## src/design/btah_pkg.sv

```systemverilog
// ----------------------------------------------------------------------------
// btah_pkg
// Shared widths, codes, types and the hex digit encoder for the number
// to ASCII text formatter.
// ----------------------------------------------------------------------------
package btah_pkg;

  localparam int VAL_W      = 32;
  localparam int NIB_W      = 4;
  localparam int MAX_DIGITS = 10;
  localparam int BCD_W      = NIB_W * MAX_DIGITS;
  localparam int CNT_W      = $clog2(VAL_W + 1);
  localparam int CHAR_W     = 7;
  localparam int LEFT_W     = $clog2(MAX_DIGITS + 1);

  localparam logic [CHAR_W-1:0] ASCII_ZERO   = 7'h30;
  localparam logic [CHAR_W-1:0] ASCII_LETTER = 7'h37;
  localparam logic [NIB_W-1:0]  HEX_TEN      = 4'ha;

  // width codes of value_width
  localparam logic [1:0] WIDTH_8  = 2'd0;
  localparam logic [1:0] WIDTH_16 = 2'd1;

  // configuration register indexes
  localparam int REG_IDX_W = 2;
  localparam logic [REG_IDX_W-1:0] REG_TEXT_FORMAT = 2'd0;
  localparam logic [REG_IDX_W-1:0] REG_BYTE_ORDER  = 2'd1;

  localparam logic FMT_HEX      = 1'b0;
  localparam logic FMT_DEC      = 1'b1;
  localparam logic ORDER_BIG    = 1'b0;
  localparam logic ORDER_LITTLE = 1'b1;

  typedef struct packed {
    logic             start;
    logic             shift;
    logic [CNT_W-1:0] nbits;
  } dab_ctl_t;

  typedef struct packed {
    logic busy;
    logic done;
  } dab_stat_t;

  function automatic logic [CHAR_W-1:0] hex_char(input logic [NIB_W-1:0] nib);
    logic [CHAR_W-1:0] base;
    base = (nib >= HEX_TEN) ? ASCII_LETTER : ASCII_ZERO;
    return base + CHAR_W'(nib);
  endfunction

endpackage

```

## src/design/btah_dabble.sv

```systemverilog
// ----------------------------------------------------------------------------
// btah_dabble
// Bit-serial binary to BCD converter (shift and add three), one input bit
// per cycle; the BCD register then shifts out one digit per request.
// ----------------------------------------------------------------------------
module btah_dabble (
  input  logic                       clk,
  input  logic                       rst,
  input  btah_pkg::dab_ctl_t         ctl,
  input  logic [btah_pkg::VAL_W-1:0] value,
  output btah_pkg::dab_stat_t        stat,
  output logic [btah_pkg::NIB_W-1:0] digit
);
  import btah_pkg::*;

  logic [VAL_W-1:0] bin;
  logic [BCD_W-1:0] bcd;
  logic [BCD_W-1:0] bcd_adj;
  logic [CNT_W-1:0] cnt;
  logic             busy;
  logic             done;

  // digits of five or more get three added before the shift
  always_comb begin
    for (int i = 0; i < MAX_DIGITS; i++) begin
      if (bcd[NIB_W*i +: NIB_W] >= NIB_W'(5)) begin
        bcd_adj[NIB_W*i +: NIB_W] = bcd[NIB_W*i +: NIB_W] + NIB_W'(3);
      end else begin
        bcd_adj[NIB_W*i +: NIB_W] = bcd[NIB_W*i +: NIB_W];
      end
    end
  end

  always_ff @(posedge clk) begin
    if (rst) begin
      busy <= 1'b0;
      done <= 1'b0;
      cnt  <= '0;
    end else begin
      done <= 1'b0;
      if (ctl.start) begin
        busy <= 1'b1;
        cnt  <= ctl.nbits;
      end else if (busy) begin
        cnt <= cnt - CNT_W'(1);
        if (cnt == CNT_W'(1)) begin
          busy <= 1'b0;
          done <= 1'b1;
        end
      end
    end
  end

  always_ff @(posedge clk) begin
    if (ctl.start) begin
      bin <= value;
      bcd <= '0;
    end else if (busy) begin
      bcd <= {bcd_adj[BCD_W-2:0], bin[VAL_W-1]};
      bin <= {bin[VAL_W-2:0], 1'b0};
    end else if (ctl.shift) begin
      bcd <= {bcd[BCD_W-NIB_W-1:0], {NIB_W{1'b0}}};
    end
  end

  assign stat.busy = busy;
  assign stat.done = done;
  assign digit     = bcd[BCD_W-1 -: NIB_W];

endmodule

```

## src/design/binary_to_ascii_hex_decimal.sv

```systemverilog
// ----------------------------------------------------------------------------
// binary_to_ascii_hex_decimal
// Formats an 8, 16 or 32-bit unsigned value as ASCII hex or decimal text,
// one character per output transaction, last character marked.
//
//   channel | signals                          | direction
//   --------+----------------------------------+----------
//   in      | in_valid in_ready value value_w. | input
//   out     | out_valid out_ready character    | output
//           | last_char                        |
//   cfg     | cfg_valid cfg_ready cfg_index    | input
//           | cfg_data                         |
//
// Hex: the value is accepted, then one character per cycle while the output
// is free (2, 4 or 8 characters). Decimal: the value is accepted and converted
// in the bit-serial BCD converter, leading zero digits are skipped (up to 9),
// then one digit a cycle while the output is free; in_ready returns in idle.
// Output stalls hold the character register and pause emission.
// Reset clears both registers to hex, most significant byte first.
// ----------------------------------------------------------------------------
module binary_to_ascii_hex_decimal (
  input  logic                            clk,
  input  logic                            rst,
  input  logic                            in_valid,
  output logic                            in_ready,
  input  logic [btah_pkg::VAL_W-1:0]      value,
  input  logic [1:0]                      value_width,
  output logic                            out_valid,
  input  logic                            out_ready,
  output logic [btah_pkg::CHAR_W-1:0]     character,
  output logic                            last_char,
  input  logic                            cfg_valid,
  output logic                            cfg_ready,
  input  logic [btah_pkg::REG_IDX_W-1:0]  cfg_index,
  input  logic                            cfg_data
);
  import btah_pkg::*;

  localparam logic [2:0] S_IDLE = 3'd0;
  localparam logic [2:0] S_HEX  = 3'd1;
  localparam logic [2:0] S_CONV = 3'd2;
  localparam logic [2:0] S_SKIP = 3'd3;
  localparam logic [2:0] S_DEC  = 3'd4;

  logic [2:0]        state;
  logic [2:0]        state_next;
  logic              text_format;
  logic              byte_order;
  logic [VAL_W-1:0]  sr;
  logic [LEFT_W-1:0] nleft;
  logic              half;

  logic              in_fire;
  logic              out_free;
  logic              emit;
  logic [CHAR_W-1:0] emit_char;
  logic              emit_last;
  logic [VAL_W-1:0]  v_masked;
  logic [VAL_W-1:0]  v_aligned;
  logic [CNT_W-1:0]  nbits;
  logic [LEFT_W-1:0] nchars;
  logic [NIB_W-1:0]  hex_nib;
  logic [NIB_W-1:0]  digit;
  dab_ctl_t          dab_ctl;
  dab_stat_t         dab_stat;

  assign cfg_ready = 1'b1;
  assign in_ready  = (state == S_IDLE);
  assign in_fire   = in_valid && in_ready;
  assign out_free  = !out_valid || out_ready;

  always_comb begin
    case (value_width)
      WIDTH_8: begin
        v_masked  = {{(VAL_W-8){1'b0}}, value[7:0]};
        v_aligned = {value[7:0], {(VAL_W-8){1'b0}}};
        nbits     = CNT_W'(8);
        nchars    = LEFT_W'(2);
      end
      WIDTH_16: begin
        v_masked  = {{(VAL_W-16){1'b0}}, value[15:0]};
        v_aligned = {value[15:0], {(VAL_W-16){1'b0}}};
        nbits     = CNT_W'(16);
        nchars    = LEFT_W'(4);
      end
      default: begin
        v_masked  = value;
        v_aligned = value;
        nbits     = CNT_W'(VAL_W);
        nchars    = LEFT_W'(8);
      end
    endcase
  end

  // little order walks bytes from the bottom, high nibble of each first
  always_comb begin
    if (byte_order == ORDER_LITTLE) begin
      hex_nib = half ? sr[NIB_W-1:0] : sr[2*NIB_W-1:NIB_W];
    end else begin
      hex_nib = sr[VAL_W-1 -: NIB_W];
    end
  end

  always_comb begin
    state_next    = state;
    emit          = 1'b0;
    emit_char     = hex_char(hex_nib);
    emit_last     = (nleft == LEFT_W'(1));
    dab_ctl.start = 1'b0;
    dab_ctl.shift = 1'b0;
    dab_ctl.nbits = nbits;
    case (state)
      S_IDLE: begin
        if (in_fire) begin
          if (text_format == FMT_DEC) begin
            dab_ctl.start = 1'b1;
            state_next    = S_CONV;
          end else begin
            state_next = S_HEX;
          end
        end
      end
      S_HEX: begin
        if (out_free) begin
          emit = 1'b1;
          if (emit_last) begin
            state_next = S_IDLE;
          end
        end
      end
      S_CONV: begin
        if (dab_stat.done) begin
          state_next = S_SKIP;
        end
      end
      S_SKIP: begin
        if (digit == '0 && nleft != LEFT_W'(1)) begin
          dab_ctl.shift = 1'b1;
        end else begin
          state_next = S_DEC;
        end
      end
      S_DEC: begin
        emit_char = ASCII_ZERO + CHAR_W'(digit);
        if (out_free) begin
          emit          = 1'b1;
          dab_ctl.shift = 1'b1;
          if (emit_last) begin
            state_next = S_IDLE;
          end
        end
      end
      default: begin
        state_next = S_IDLE;
      end
    endcase
  end

  always_ff @(posedge clk) begin
    if (rst) begin
      state       <= S_IDLE;
      text_format <= FMT_HEX;
      byte_order  <= ORDER_BIG;
      out_valid   <= 1'b0;
      nleft       <= '0;
      half        <= 1'b0;
    end else begin
      state <= state_next;
      if (cfg_valid && cfg_ready) begin
        case (cfg_index)
          REG_TEXT_FORMAT: text_format <= cfg_data;
          REG_BYTE_ORDER:  byte_order  <= cfg_data;
          default: begin
          end
        endcase
      end
      if (emit) begin
        out_valid <= 1'b1;
      end else if (out_ready) begin
        out_valid <= 1'b0;
      end
      if (in_fire) begin
        nleft <= (text_format == FMT_DEC) ? LEFT_W'(MAX_DIGITS) : nchars;
        half  <= 1'b0;
      end else if (emit || dab_ctl.shift) begin
        nleft <= nleft - LEFT_W'(1);
        half  <= !half;
      end
    end
  end

  always_ff @(posedge clk) begin
    if (emit) begin
      character <= emit_char;
      last_char <= emit_last;
    end
    if (in_fire) begin
      sr <= (byte_order == ORDER_LITTLE) ? v_masked : v_aligned;
    end else if (emit && state == S_HEX) begin
      if (byte_order == ORDER_LITTLE) begin
        if (half) begin
          sr <= {8'b0, sr[VAL_W-1:8]};
        end
      end else begin
        sr <= {sr[VAL_W-NIB_W-1:0], {NIB_W{1'b0}}};
      end
    end
  end

  btah_dabble u_dabble (
    .clk   (clk),
    .rst   (rst),
    .ctl   (dab_ctl),
    .value (v_aligned),
    .stat  (dab_stat),
    .digit (digit)
  );

endmodule

```

## config.mk

```make
export PLATFORM = sky130hd
export DESIGN_NAME = binary_to_ascii_hex_decimal
export DESIGN_NICKNAME = d
export VERILOG_FILES = /design/src/design/btah_pkg.sv /design/src/design/btah_dabble.sv /design/src/design/binary_to_ascii_hex_decimal.sv
export SDC_FILE = /design/constraint.sdc
export NUM_CORES = 1
export LEC_CHECK = 0
export ABC_CLOCK_PERIOD_IN_PS = 8250
export CAP_MARGIN = 10
export CORE_MARGIN = 1.5
export CORE_UTILIZATION = 45
export DETAILED_ROUTE_END_ITERATION = 10
export DONT_BUFFER_PORTS = 1
export PLACE_DENSITY = 0.57
export SYNTH_ARGS = -nofsm -noshare
export SYNTH_HDL_FRONTEND = slang
export SYNTH_SLANG_ARGS = --single-unit
```

## constraint.sdc

```tcl
create_clock -name clk -period 8.25 [get_ports clk]
set_input_delay 2.475 -clock clk [delete_from_list [all_inputs] [get_ports clk]]
set_output_delay 2.475 -clock clk [all_outputs]
set_load 0.01 [all_outputs]
```

-- Word-level counts from Yosys, hierarchy flattened
Cells that the tools add are included.
- register bits after elaboration: 131
- input bits: 42
- logic and storage cells: 130
- $add $sub $neg: 14
- magnitude comparators: 11
- eq/ne operators: 15
- muxes and demuxes: 52
- bitwise logic cells: 1
- reductions and logical operators: 23
- operator list (kind ; number):
    $mux 32 ; 7
    $pmux 32 s2 ; 2
    $mux 40 ; 2
    $mux 4 ; 14
    $ge 4x3->1 const B ; 10
    $add 4x2->4 const B ; 9
    $mux 3 ; 7
    $mux 1 ; 12
    $mux 6 ; 2
    $pmux 3 s4 ; 1
    $pmux 6 s2 ; 1
    $reduce_bool 2->1 ; 5
    $ne 2x1->1 const B ; 4
    $pmux 4 s2 ; 1
    $add 6x4->7 ; 1
    $add 6x4->7 const A ; 1
    $mux 7 ; 1
    $eq 3x2->1 const B ; 2
    $eq 6x1->1 const B ; 1
    $reduce_and 2->1 ; 3
    $sub 6x1->6 const B ; 1
    $reduce_and 5->1 ; 1
    $eq 2x1->1 const B ; 2
    $eq 4x1->1 const B ; 1
    other kinds (19) ; 25

-- Longest topological paths before layout
Gate-level depths: netlist of run 1.
- depth in word-level cells: 7
- gate-level depth with buffers: 11
- gate-level depth less buffers: 10

-- Modules after synthesis
A second synthesis of run 1 with hierarchy kept.
- cell total of the unflattened synthesis: 789
- area total of the unflattened synthesis: 7688.6 µm²
- modules (own cells, without submodules) (module ; instances ; cells each ; area an instance (µm²) ; seq. area each (µm²)):
    btah_dabble ; 1 ; 445 ; 4404.2 ; 1921.8
    binary_to_ascii_hex_decimal ; 1 ; 344 ; 3284.4 ; 1421.4

-- Least setup slack after synthesis of run 1
OpenSTA, ideal clock, no wires.
- kind: input to register
- start point: input port out_ready
- end point: register sr[0], enable pin
- setup time: 0.511 ns
- arrival time: 5.893 ns
- required time: 7.739 ns
- setup slack: 1.846 ns
- cell stages on the path: 2
- buffers on the path: 0
- cells stage by stage: nor2b_1 > o41ai_1
- cells in the longest elaborated chain, start to end: 6
- ends and longest elaborated chain (item ; line ; text):
    start, declared ; binary_to_ascii_hex_decimal.sv:29 ; input logic out_ready,
    $logic_or 1x1->1 ; binary_to_ascii_hex_decimal.sv:70 ; assign out_free = !out_valid || out_ready;
    $mux 1 ; binary_to_ascii_hex_decimal.sv:124, binary_to_ascii_hex_decimal.sv:145 ;
    $mux 1 ; - ;
    $logic_and 1x1->1 ; binary_to_ascii_hex_decimal.sv:199 ; end else if (emit && state == S_HEX) begin
    $reduce_bool 2->1 (no source line) ; - ;
    $reduce_and 2->1 (no source line) ; - ;
    end signal, assigned ; binary_to_ascii_hex_decimal.sv:198 ; sr <= (byte_order == ORDER_LITTLE) ? v_masked : v_aligned;
    end signal, assigned ; binary_to_ascii_hex_decimal.sv:202 ; sr <= {8'b0, sr[VAL_W-1:8]};
    end signal, assigned ; binary_to_ascii_hex_decimal.sv:205 ; sr <= {sr[VAL_W-NIB_W-1:0], {NIB_W{1'b0}}};
    end, declared ; binary_to_ascii_hex_decimal.sv:49 ; logic [VAL_W-1:0] sr;
Every way passes these cells.
A chain may end at the register's enable or synchronous reset.

-- Worst setup path after layout of run 1
- start point: input port out_ready
- end point: register u_dabble.bcd[22]
- cells in the longest elaborated chain, start to end: 4
- ends and longest elaborated chain (item ; line ; text):
    $logic_or 1x1->1 ; binary_to_ascii_hex_decimal.sv:70 ;
    $mux 1 ; binary_to_ascii_hex_decimal.sv:145 ; if (out_free) begin
    $pmux 1 s2 ; binary_to_ascii_hex_decimal.sv:112 ; case (state)
    $reduce_bool 2->1 (no source line) ; - ;
    end signal, assigned ; btah_dabble.sv:59 ; bcd <= {bcd_adj[BCD_W-2:0], bin[VAL_W-1]};
    end signal, assigned ; btah_dabble.sv:62 ; bcd <= {bcd[BCD_W-NIB_W-1:0], {NIB_W{1'b0}}};
    end, declared ; btah_dabble.sv:17 ; logic [BCD_W-1:0] bcd;
Every way passes these cells.

==> results of run 1 <==
-- power by group through the flow --
stage | sequential, W | combinational, W | clock (W)
after floorplan | 0.00114 | 0.000882 | 0
after global routing | 0.00124 | 0.00121 | 0.000720
after CTS | 0.00120 | 0.00106 | 0.000695
final | 0.00121 | 0.00106 | 0.000682
after global placement | 0.00120 | 0.00102 | 0
after detailed placement | 0.00121 | 0.00106 | 0
-- metrics by stage --
| step | setup slack [ns] | util | hold slack, ns | cell area (um2) |
|---|---|---|---|---|
| 4_1_cts | 4.212 | 0.4957 | 0.5146 | 8163 |
| 2_1_floorplan | 1.846 | - | 0.4630 | 7532 |
| 6_report | 4.217 | 0.4957 | 0.5161 | 8163 |
| 3_5_place_dp | 3.768 | 0.4636 | 0.5006 | 7634 |
| 5_1_grt | 3.951 | 0.4957 | 0.5314 | 8163 |
| 3_3_place_gp | 3.896 | 0.4636 | 0.4880 | 7634 |
-- metal layers --
metal / vias up / GRT usage / part of all wire
li1: 2938 / - / -
met1: 2910 / 0.2828 / 0.44
met5: - / 0 / 0
met4: 0 / 0.08364 / 0.023
met3: 32 / 0.05421 / 0.067
met2: 158 / 0.3441 / 0.47
-- state kept, by name, indices dropped and copies added, names as in the netlist --
register	count
u_dabble.bcd	40
sr	32
u_dabble.bin	32
character	7
u_dabble.cnt	6
nleft	4
state	3
byte_order	1
half	1
last_char	1
out_valid	1
text_format	1
u_dabble.busy	1
u_dabble.done	1
-- worst reg2reg max path: stages, from the launching register on --
cell and delay, ns:
dfxtp_1 0.42, nor3_1 0.61, and2_1 0.71, nand2_1 0.13, buf_4 0.31, nand2_1 0.15
buf_4 0.37
-- cells in the final DEF (no fill, tap or decap), drive strengths merged, types with 27 or more instances in the layout --
cell type	Yosys	layout
a21oi	110	110
nand2	90	90
edfxtp	72	72
nor2	63	63
o21ai	62	62
dfxtp	59	59
mux2i	51	51
inv	36	36
ha	27	27
clkbuf	40	27
-- worst max path at each step --
stage	from	endpoint	slack, ns	depth (start not counted)
finish	out_ready	u_dabble.bcd[22]$_SDFFE_PP0P_	4.22	5
global route	out_ready	u_dabble.bcd[22]$_SDFFE_PP0P_	3.95	5
CTS	out_ready	u_dabble.bcd[22]$_SDFFE_PP0P_	4.21	5
detailed placement	out_ready	u_dabble.bcd[22]$_SDFFE_PP0P_	3.77	5
global placement	in_valid	u_dabble.bin[26]$_DFFE_PP_	3.90	5
floorplan	out_ready	sr[0]$_DFFE_PP_	1.85	2
-- layout make-up --
type | count | area (um2) | area share
Multi-Input combinational cell | 606 | 3815 | 0.4674
Clock inverter | 5 | 25.02 | 0.003066
Sequential cell | 131 | 3344 | 0.4097
Tap cell | 220 | 275.3 | 0.03372
Inverter | 37 | 138.9 | 0.01701
Clock buffer | 27 | 504.2 | 0.06177
Timing Repair Buffer | 8 | 60.06 | 0.007357
-- cell families (layout without fill, tap and decap cells) --
family / Yosys count / in the layout / synth area share
multiplexers: 56 / 56 / 0.07525
buffers and inverters: 92 / 77 / 0.05083
XOR/XNOR: 20 / 20 / 0.02326
adder cells (fa/ha/maj): 28 / 28 / 0.04751
flip-flops: 131 / 131 / 0.4439
AO/OA/AOI/OAI: 249 / 249 / 0.1985
AND/OR/NAND/NOR: 252 / 252 / 0.1603
other: 1 / 1 / 0.0004979
==> PnR_summary.wiki, run 1 <==
{| class="wikitable"
! Metric !! Value
|-
| Status || completed
|-
| Fill cell instance count of the final layout || about 1500
|-
| Worst Min Path Start || u_dabble.bcd[27]$_SDFFE_PP0P_
|-
| Setup slack of the worst register-to-register path || ~5.2 ns
|-
| Clock buffer depth || 2
|-
| Antenna violations before repair || 0
|-
| Global route overflow || 0
|-
| Worst reg2reg endpoint || u_dabble.bin[8]$_DFFE_PP_
|-
| Startpoint Class || input port
|-
| Number of diodes || 0
|-
| RSZ-0062 raised after global routing || no
|-
| Register share of total power || 0.409
|-
| Resized cells post-CTS || 0
|-
| Hold endpoint || u_dabble.bcd[27]$_SDFFE_PP0P_
|-
| Avg Vias per Cell || roughly 5.8
|-
| Mapped Avg Cell Area || between 9 and 10 um2
|-
| Die span in x || 132.4 um
|-
| Maximum cell stage delay along the critical path || 0.64 ns
|-
| Cell leakage power || 3.013 nW
|-
| Later-pin clock latency in the skew report || slightly above 0.4 ns
|-
| Placed Cells incl. Taps || around 1000
|-
| Max-slew headroom || 0.3196
|-
| Launch instance of the worst register-to-register path || state[1]$_SDFFE_PP0P_
|-
| Final clock period utilization by the worst path || 0.4888
|-
| Cell Pwr Density || between 300 and 400 mW/mm2
|-
| Count of cells along the worst register-to-register path || 6
|-
| Final-layout setup total negative slack || 0 ns
|-
| Vias in the first global route || a little under 6000
|-
| Number of pins exceeding their max-slew limit in the final report || 0
|-
| DRC violation total after the first TritonRoute iteration || approximately 480
|-
| Proportion of netlist area held by the largest area contributor || 0.2870
|-
| Portion of total power attributed to the clock network || 0.231
|-
| Synthesized netlist net count || about 900
|-
| Switching power summed over all nets || 0.001088 W
|-
| Global-route usage over all layers || 0.2158
|-
| Critical path type || input port to register
|-
| Setup violators final || 0
|-
| Largest net degree at the start of global routing || between 60 and 70
|-
| Max_cap viols || 0
|-
| Hold-fix buffers, CTS || 0
|-
| Deepest level of the CTS H-tree || 4
|-
| Net count of the finished layout || about 870
|-
| Highest clock rate || 248.0 MHz
|-
| Sinks on the clock net || between 100 and 150
|-
| Hold path cells || 2
|-
| Post-Syn Instances || 829
|-
| Fraction of registers with async set or reset after synthesis || 0
|-
| CP delay by family, top || compound AO/OA/AOI/OAI gates
|-
| Detailed-route via count || about 6000
|-
| Post-Route WL || approximately 19 mm
|-
| Worst Path Max Fanout || 33
|-
| Port Buffers || 0
|-
| Number of synthesized flops with an enable pin || 72
|-
| CP Data Required Time || approximately 8.5 ns
|-
| Worst-path clk slew || approximately 0.060 ns
|-
| Yosys reg bits || about 130
|-
| Initial Utilization || 0.4574
|-
| Cell-by-cell trace of the critical path || nor2b_1 -> o32a_1 -> nand2_2 -> o21ai_0 -> a21oi_1
|-
| Hold Crit Class || register to register
|-
| Setup repair bufs after CTS || 0
|-
| Proportion of total power due to net switching || 0.3688
|-
| Ranking of synthesized cells by instance count || a21oi_1 (110), nand2_1 (89), edfxtp_1 (72)
|-
| Library cell with the highest instance count after synthesis || a21oi_1
|-
| Ratio of cells with drive above 1 in the final layout || 0.06634
|-
| HPWL after DPL || between 10 and 15 mm
|-
| Final Power || 0.002950 W
|-
| Wire length of the first global-routing pass || between 30 and 40 mm
|-
| Cell area after synthesis || about 0.0075 mm2
|-
| Full die area || between 0.015 and 0.02 mm2
|-
| Cell with the biggest individual delay on the critical path || o32a_1
|-
| Fin crit period || 4.033 ns
|-
| Height of the die || roughly 130 um
|-
| Largest cells by area after synthesis || edfxtp_1 (29%), dfxtp_1 (16%), a21oi_1 (7.3%), mux2i_1 (6.8%), ha_1 (4.5%)
|-
| Cell accounting for the most synthesized area || edfxtp_1
|-
| VDD IR max || between 150 and 200 uV
|-
| Clock tree from TritonCTS || built
|-
| Post-synthesis cell type count || 55
|-
| DRC violation count after routing || 0
|-
| Buf+Inv Stages, Crit Path || 0
|-
| Element type at the critical path end || register
|-
| Number of buffers created by CTS || 17
|-
| Max Clock Skew || 0.008295 ns
|-
| Combinational cell fraction of total power || 0.360
|-
| Proportion of synthesized chip area in sequential cells || 0.4439
|-
| Area growth from synthesis to layout || 8.372%
|-
| Ys Warns || 0
|-
| Std-Cell Core Area || roughly 0.016 mm2
|-
| Average wire per standard cell || roughly 18 um
|-
| Actual slew at the worst max-slew pin || slightly above 1 ns
|-
| Final Wtd Congestion || roughly 0.85
|-
| Site Rows || 47
|-
| Arrival time of data at the critical path endpoint || between 4 and 5 ns
|-
| Detailed-router iteration count before antenna repair || 5
|-
| Count of placed standard cells in the final layout, fillers left out || 1034
|-
| Antenna Nets Post-Route || 0
|-
| Dominant synthesized flop cell || edfxtp_1
|-
| Root buffer cell || clkbuf_16
|-
| Final hold violations || 0
|-
| Number of I/O pins || 53
|-
| Total internal power || about 0.0019 W
|}
No activity file was read; power rests on OpenSTA's default activity.
==> run 2: changes to the inputs <==
--- a/config.mk
+++ b/config.mk
@@ -5,7 +5,7 @@
 export SDC_FILE = /design/constraint.sdc
 export NUM_CORES = 1
 export LEC_CHECK = 0
-export ABC_CLOCK_PERIOD_IN_PS = 8250
+export ABC_CLOCK_PERIOD_IN_PS = 4000
 export CAP_MARGIN = 10
 export CORE_MARGIN = 1.5
 export CORE_UTILIZATION = 45
==> constraint.sdc (replaced) <==
create_clock -name clk -period 4 [get_ports clk]
set_input_delay 1.2 -clock clk [delete_from_list [all_inputs] [get_ports clk]]
set_output_delay 1.2 -clock clk [all_outputs]
set_load 0.01 [all_outputs]
==> PnR_summary.wiki, run 2 (synthesis gave the netlist of run 1 again) <==
{| class="wikitable"
! Metric !! Value
|-
| Height of the die || 132.4 um
|-
| Count of placed standard cells in the final layout, fillers left out || between 1000 and 1500
|-
| Max Clock Skew || around 0.0052 ns
|-
| Detailed-route via count || ~6000
|-
| Status || completed
|-
| Ratio of cells with drive above 1 in the final layout || 0.07917
|-
| CP Data Required Time || between 4 and 5 ns
|-
| Detailed-router iteration count before antenna repair || 5
|-
| Deepest level of the CTS H-tree || 4
|-
| Flip-flop count of the largest register after layout || 40
|-
| Met1 track utilization from global routing || 0.2965
|-
| Final clock period utilization by the worst path || 0.7274
|-
| DRC violation count after routing || 0
|-
| Number of diodes || 0
|-
| Setup slack after placement || around 1.1 ns
|-
| Max-slew headroom || 0.3484
|-
| Final-layout setup total negative slack || 0 ns
|-
| Average wire per standard cell || around 18 um
|-
| Fin crit period || 2.910 ns
|-
| RSZ-0062 raised after global routing || no
|-
| Port Buffers || 0
|-
| Later-pin clock latency in the skew report || between 0.4 and 0.5 ns
|-
| Combinational cell fraction of total power || 0.350
|-
| Max_cap viols || 0
|-
| Met3 track utilization from global routing || 0.06805
|-
| Switching power summed over all nets || 0.002343 W
|-
| Root buffer cell || clkbuf_16
|-
| Worst Slack Setup Final || roughly 1.1 ns
|-
| Setup repair bufs after CTS || 0
|-
| Final Wtd Congestion || between 0.8 and 0.9
|-
| Actual slew at the worst max-slew pin || a little under 1 ns
|-
| Startpoint Class || register
|-
| Site Rows || 47
|-
| Number of buffers created by CTS || 17
|-
| Wire length of the first global-routing pass || roughly 31 mm
|-
| Hold Crit Class || register to register
|-
| Full die area || around 0.018 mm2
|-
| Std-Cell Core Area || 0.01647 mm2
|-
| Final hold violations || 0
|-
| Clock tree from TritonCTS || built
|-
| Cell leakage power || between 3 and 4 nW
|-
| VDD IR max || between 300 and 400 uV
|-
| Clock buffer depth || 2
|-
| Total internal power || 0.004050 W
|-
| Cell Pwr Density || between 700 and 800 mW/mm2
|-
| Resized cells post-CTS || 0
|-
| Number of pins exceeding their max-slew limit in the final report || 0
|-
| Portion of total power attributed to the clock network || 0.258
|-
| Sinks on the clock net || 131
|-
| Global-route met2 utilization || 0.3659
|-
| Highest clock rate || between 300 and 400 MHz
|-
| Register share of total power || 0.392
|-
| Initial Utilization || 0.4574
|-
| Global-route usage over all layers || 0.2268
|-
| Net count of the finished layout || ~880
|-
| Regs by FF count || u_dabble.bcd (40), sr (32), u_dabble.bin (32)
|-
| Antenna violations before repair || 0
|-
| Placed Cells incl. Taps || slightly above 1000
|-
| Worst-path clk slew || approximately 0.060 ns
|-
| Biggest register || u_dabble.bcd
|-
| Cell-by-cell trace of the critical path || nor2_1 -> a21o_1 -> inv_1 -> nor2_1 -> nor2_1 -> ha_1 -> fa_1 -> mux2_2
|-
| CP delay by family, top || flip-flops
|-
| Element type at the critical path end || register
|-
| Number of I/O pins || 53
|-
| Most common cell after layout, fill and taps aside || a21oi_1
|-
| Arrival time of data at the critical path endpoint || approximately 3.1 ns
|-
| Buf+Inv Stages, Crit Path || 1
|-
| Area growth from synthesis to layout || 10.37%
|-
| Antenna Nets Post-Route || 0
|-
| Avg Vias per Cell || between 5 and 6
|-
| Setup violators final || 0
|-
| Global route overflow || 0
|-
| Fill cell instance count of the final layout || 1537
|-
| Final Power || ~0.0064 W
|-
| Vias in the first global route || 6001
|-
| Most used cells in the layout excluding fill and tap cells || a21oi_1 (110), nand2_1 (89), edfxtp_1 (72)
|-
| Maximum cell stage delay along the critical path || between 0.9 and 1 ns
|-
| Hold-fix buffers, CTS || 0
|-
| Cell with the biggest individual delay on the critical path || dfxtp_1
|-
| HPWL after DPL || between 10 and 15 mm
|-
| Final hold slack || between 0.5 and 0.6 ns
|-
| DRC violation total after the first TritonRoute iteration || around 480
|-
| CP most frequent cell || nor2_1
|-
| Worst Path Max Fanout || 21
|-
| Die span in x || between 100 and 150 um
|-
| Proportion of total power due to net switching || 0.3665
|-
| Post-Route WL || between 15 and 20 mm
|-
| GRT busiest layer || met2
|-
| Largest net degree at the start of global routing || 56
|-
| Critical path type || register to register
|}
run 2: changes by cell type in the layout (fill, tap and decap cells not counted), sizes merged:
cell      before  now
buf            8   15
bufinv         0    4
clkbuf        27   17
clkinv         6    9
clkinvlp       0    3
run 2: through the flow:
| step | utilization | area (um2) |
|---|---|---|
| after global placement | 0.4675 | 7697 |
| after CTS | 0.5049 | 8313 |
| after global routing | 0.5049 | 8313 |
| after detailed placement | 0.4675 | 7697 |
| final | 0.5049 | 8313 |
| after floorplan | - | 7540 |
run 2: routing by layer:
layer / routed length (um) / vias up
li1: - / 2953
met1: 8628 / 2896
met2: 8922 / 157
met3: 1337 / 22
met4: 237 / 0
met5: 0 / -
run 2: cell type report:
| cell class | count | area, um2 | area share |
|---|---|---|---|
| clock buffers | 17 | 425.4 | 0.05117 |
| clock inverters | 15 | 190.2 | 0.02288 |
| well taps | 220 | 275.3 | 0.03311 |
| flip-flops and latches | 131 | 3344 | 0.4023 |
| inverters | 37 | 138.9 | 0.01671 |
| repair buffers | 15 | 112.6 | 0.01355 |
| multi-input cells | 606 | 3826 | 0.4603 |
run 2: worst reg2reg max path: stages, from the launching register on:
cell,delay [ns]
dfxtp_1,0.96
nor2_1,0.12
a21o_1,0.22
inv_1,0.14
nor2_1,0.06
nor2_1,0.23
ha_1,0.24
fa_1,0.41
mux2_2,0.27
run 2: final timing paths:
| kind | start | to | slack [ns] | cells past startpoint |
|---|---|---|---|---|
| hold reg to reg | u_dabble.bcd[39]$_SDFFE_PP0P_ | u_dabble.bcd[39]$_SDFFE_PP0P_ | 0.51 | 2 |
| setup reg to reg | byte_order$_SDFFE_PP0P_ | character[1]$_DFFE_PP_ | 1.09 | 8 |
| setup / recovery | byte_order$_SDFFE_PP0P_ | character[1]$_DFFE_PP_ | 1.09 | 8 |
| hold / removal | u_dabble.bcd[39]$_SDFFE_PP0P_ | u_dabble.bcd[39]$_SDFFE_PP0P_ | 0.51 | 2 |
run 2: power groups by stage:
stage                     Combinational, W  Sequential (W)  Clock, W
after floorplan                    0.00183         0.00234         0
after global placement             0.00213         0.00250         0
after detailed placement           0.00223         0.00251         0
after CTS                          0.00225         0.00249   0.00167
after global routing               0.00255         0.00256   0.00173
final                              0.00224         0.00250   0.00165
==> run 3: changes to the inputs <==
--- a/config.mk
+++ b/config.mk
@@ -5,7 +5,8 @@
 export SDC_FILE = /design/constraint.sdc
 export NUM_CORES = 1
 export LEC_CHECK = 0
-export ABC_CLOCK_PERIOD_IN_PS = 4000
+export ABC_AREA = 1
+export ABC_CLOCK_PERIOD_IN_PS = 2950
 export CAP_MARGIN = 10
 export CORE_MARGIN = 1.5
 export CORE_UTILIZATION = 45
==> constraint.sdc (replaced) <==
create_clock -name clk -period 2.95 [get_ports clk]
set_input_delay 0.885 -clock clk [delete_from_list [all_inputs] [get_ports clk]]
set_output_delay 0.885 -clock clk [all_outputs]
set_load 0.01 [all_outputs]
==> PnR_summary.wiki, run 3 <==
{| class="wikitable"
! Metric !! Value
|-
| Clock buffer depth || 2
|-
| Deepest level of the CTS H-tree || 4
|-
| Area growth from synthesis to layout || 8.142%
|-
| Final clock period utilization by the worst path || 0.8387
|-
| DRC violation total after the first TritonRoute iteration || roughly 460
|-
| Final-layout setup total negative slack || 0 ns
|-
| Placed Cells incl. Taps || ~1200
|-
| Largest net degree at the start of global routing || 54
|-
| Cell with the biggest individual delay on the critical path || dfxtp_1
|-
| Most common cell after layout, fill and taps aside || nand2_1
|-
| Fin crit period || 2.474 ns
|-
| Placed Area || approximately 0.0079 mm2
|-
| Root buffer cell || clkbuf_16
|-
| Max_cap viols || 0
|-
| Number of buffers created by CTS || 17
|-
| Wire length of the first global-routing pass || around 31 mm
|-
| Later-pin clock latency in the skew report || between 0.4 and 0.5 ns
|-
| Max-slew headroom || 0.5127
|-
| Count of placed standard cells in the final layout, fillers left out || 1231
|-
| Most used cells in the layout excluding fill and tap cells || nand2_1 (297), inv_1 (101), nor2_1 (75)
|-
| Yosys reg bits || roughly 130
|-
| Number of pins exceeding their max-slew limit in the final report || 0
|-
| Post-Route WL || 19.07 mm
|-
| CP most frequent cell || nand2_1
|-
| Setup violators final || 0
|-
| Worst setup startpoint || half$_SDFFE_PP0P_
|-
| Post-Syn Instances || about 1000
|-
| DRC violation count after routing || 0
|-
| Global-route usage over all layers || 0.2210
|-
| Ratio of cells with drive above 1 in the final layout || 0.09496
|-
| Biggest register || u_dabble.bcd
|-
| Full die area || ~0.018 mm2
|-
| Detailed-router iteration count before antenna repair || 6
|-
| Worst Slack Setup Final || between 0.4 and 0.5 ns
|-
| Number of I/O pins || between 50 and 60
|-
| Port Buffers || 0
|-
| Sinks on the clock net || about 130
|-
| Cell Pwr Density || ~1100 mW/mm2
|-
| Setup slack after placement || around 0.52 ns
|-
| Average wire per standard cell || 15.49 um
|-
| Avg Vias per Cell || between 5 and 6
|-
| Std-Cell Core Area || 0.01676 mm2
|-
| Library cell with the highest instance count after synthesis || nand2_1
|-
| Status || completed
|-
| VDD IR max || approximately 460 uV
|-
| CP delay by family, top || simple AND/OR/NAND/NOR gates
|-
| Site Rows || 47
|-
| CP Data Required Time || around 3.1 ns
|-
| Buf+Inv Stages, Crit Path || 3
|-
| Startpoint Class || register
|-
| Cell area after synthesis || between 0.007 and 0.008 mm2
|-
| Hold-fix buffers, CTS || 0
|-
| Number of diodes || 0
|-
| Detailed-route via count || 6458
|-
| Cell-by-cell trace of the critical path || inv_1 -> nand2_1 -> nand2_1 -> nand2_1 -> o21ai_0 -> nand2_1 -> nand2_1 -> ha_1 -> fa_1 -> inv_1 -> nand2_1 -> nand3_1 -> inv_1
|-
| Setup repair bufs after CTS || 0
|-
| Area of all placed cells without fillers || approximately 0.0084 mm2
|-
| Fraction of the core area covered by cells at the end of the flow || 0.5027
|-
| HPWL after DPL || around 13 mm
|-
| Global route overflow || 0
|-
| Mapped Avg Cell Area || between 7 and 8 um2
|-
| Fill cell instance count of the final layout || around 1700
|-
| Proportion of netlist area held by the largest area contributor || 0.2775
|-
| Antenna violations before repair || 0
|-
| Dominant synthesized flop cell || edfxtp_1
|-
| Critical path type || register to register
|-
| Cell accounting for the most synthesized area || edfxtp_1
|-
| Fraction of registers with async set or reset after synthesis || 0
|-
| Resized cells post-CTS || 0
|-
| Worst Path Max Fanout || 7
|-
| Net count of the finished layout || approximately 1100
|-
| Die span in x || ~130 um
|-
| Actual slew at the worst max-slew pin || 0.7309 ns
|-
| Number of synthesized flops with an enable pin || 72
|-
| Worst Min Path Start || nleft[1]$_SDFFE_PP0P_
|-
| Vias in the first global route || around 6000
|-
| Launch instance of the worst register-to-register path || half$_SDFFE_PP0P_
|-
| Final hold violations || 0
|-
| Element type at the critical path end || register
|-
| Cell leakage power || ~3.8 nW
|-
| Post-synthesis cell type count || 49
|-
| Final Wtd Congestion || about 0.90
|-
| Height of the die || approximately 130 um
|-
| Largest cells by area after synthesis || edfxtp_1 (28%), dfxtp_1 (15%), nand2_1 (14%), inv_1 (4.9%), ha_1 (4.3%)
|-
| Highest clock rate || 404.2 MHz
|-
| Ys Warns || 0
|-
| Maximum cell stage delay along the critical path || roughly 0.47 ns
|-
| Hold Crit Class || register to register
|-
| Clock tree from TritonCTS || built
|-
| Ranking of synthesized cells by instance count || nand2_1 (297), inv_1 (101), nor2_1 (75)
|-
| Max Clock Skew || 0.006599 ns
|-
| Arrival time of data at the critical path endpoint || roughly 2.7 ns
|-
| Proportion of synthesized chip area in sequential cells || 0.4291
|-
| Regs by FF count || u_dabble.bcd (40), sr (32), u_dabble.bin (32)
|-
| Antenna Nets Post-Route || 0
|-
| Worst-path clk slew || 0.06 ns
|-
| RSZ-0062 raised after global routing || no
|-
| Synthesized netlist net count || 1081
|-
| Flip-flop count of the largest register after layout || 40
|-
| Initial Utilization || 0.4649
|}
==> run 3: final cells by class <==
type	count	area, um2	area share
clock inverter	9	81.33	0.009653
sequential	131	3344	0.3969
clock buffer	23	467.9	0.05554
timing repair buffer	14	105.1	0.01247
tap	220	275.3	0.03267
inverter	109	419.2	0.04975
multi-input combinational	725	3732	0.4430
==> run 3: worst paths after layout <==
| path | to | slack (ns) | depth (start not counted) |
|---|---|---|---|
| hold / removal | nleft[1]$_SDFFE_PP0P_ | 0.46 | 2 |
| hold reg to reg | nleft[1]$_SDFFE_PP0P_ | 0.46 | 2 |
| setup reg to reg | character[6]$_SDFFCE_PP0P_ | 0.48 | 13 |
| setup / recovery | character[6]$_SDFFCE_PP0P_ | 0.48 | 13 |
==> run 3: tightest hold or removal path, stage by stage, from the launching register on <==
cell	delay, ns
dfxtp_1	0.31
nand2_1	0.06
a21oi_1	0.05
==> run 3: per-layer routing <==
layer  GRT usage  vias to the layer above  wire length (um)
met5           0                        -                 0
li1            -                     3332                 -
met4     0.06093                        0               199
met1      0.3127                     2941              9145
met2      0.3456                      168              8740
met3     0.04354                       17               980
==> run 3: cell families (layout without fill, tap and decap cells) <==
group	count (synthesis)	in the layout	synth area share
AO/OA/AOI/OAI	208	208	0.1551
XOR/XNOR	11	11	0.01237
adder cells (fa/ha/maj)	28	28	0.04593
buffers and inverters	155	155	0.09234
flip-flops	131	131	0.4291
multiplexers	5	5	0.006424
other	1	1	0.0004813
AND/OR/NAND/NOR	472	472	0.2582
==> run 3: stage by stage <==
stage | power (W) | hold WS (ns)
finish | 0.008882 | 0.4629
global route | 0.009653 | 0.4860
CTS | 0.008912 | 0.4642
detailed placement | 0.006871 | 0.4553
global placement | 0.006862 | 0.4537
floorplan | 0.006172 | 0.4215
==> run 3: report_power, final <==
part / internal [W] / switching, W / total, W
logic: 0.00128 / 0.00227 / 0.00355
clock network: 0.00120 / 0.000820 / 0.00202
registers: 0.00280 / 0.000507 / 0.00331
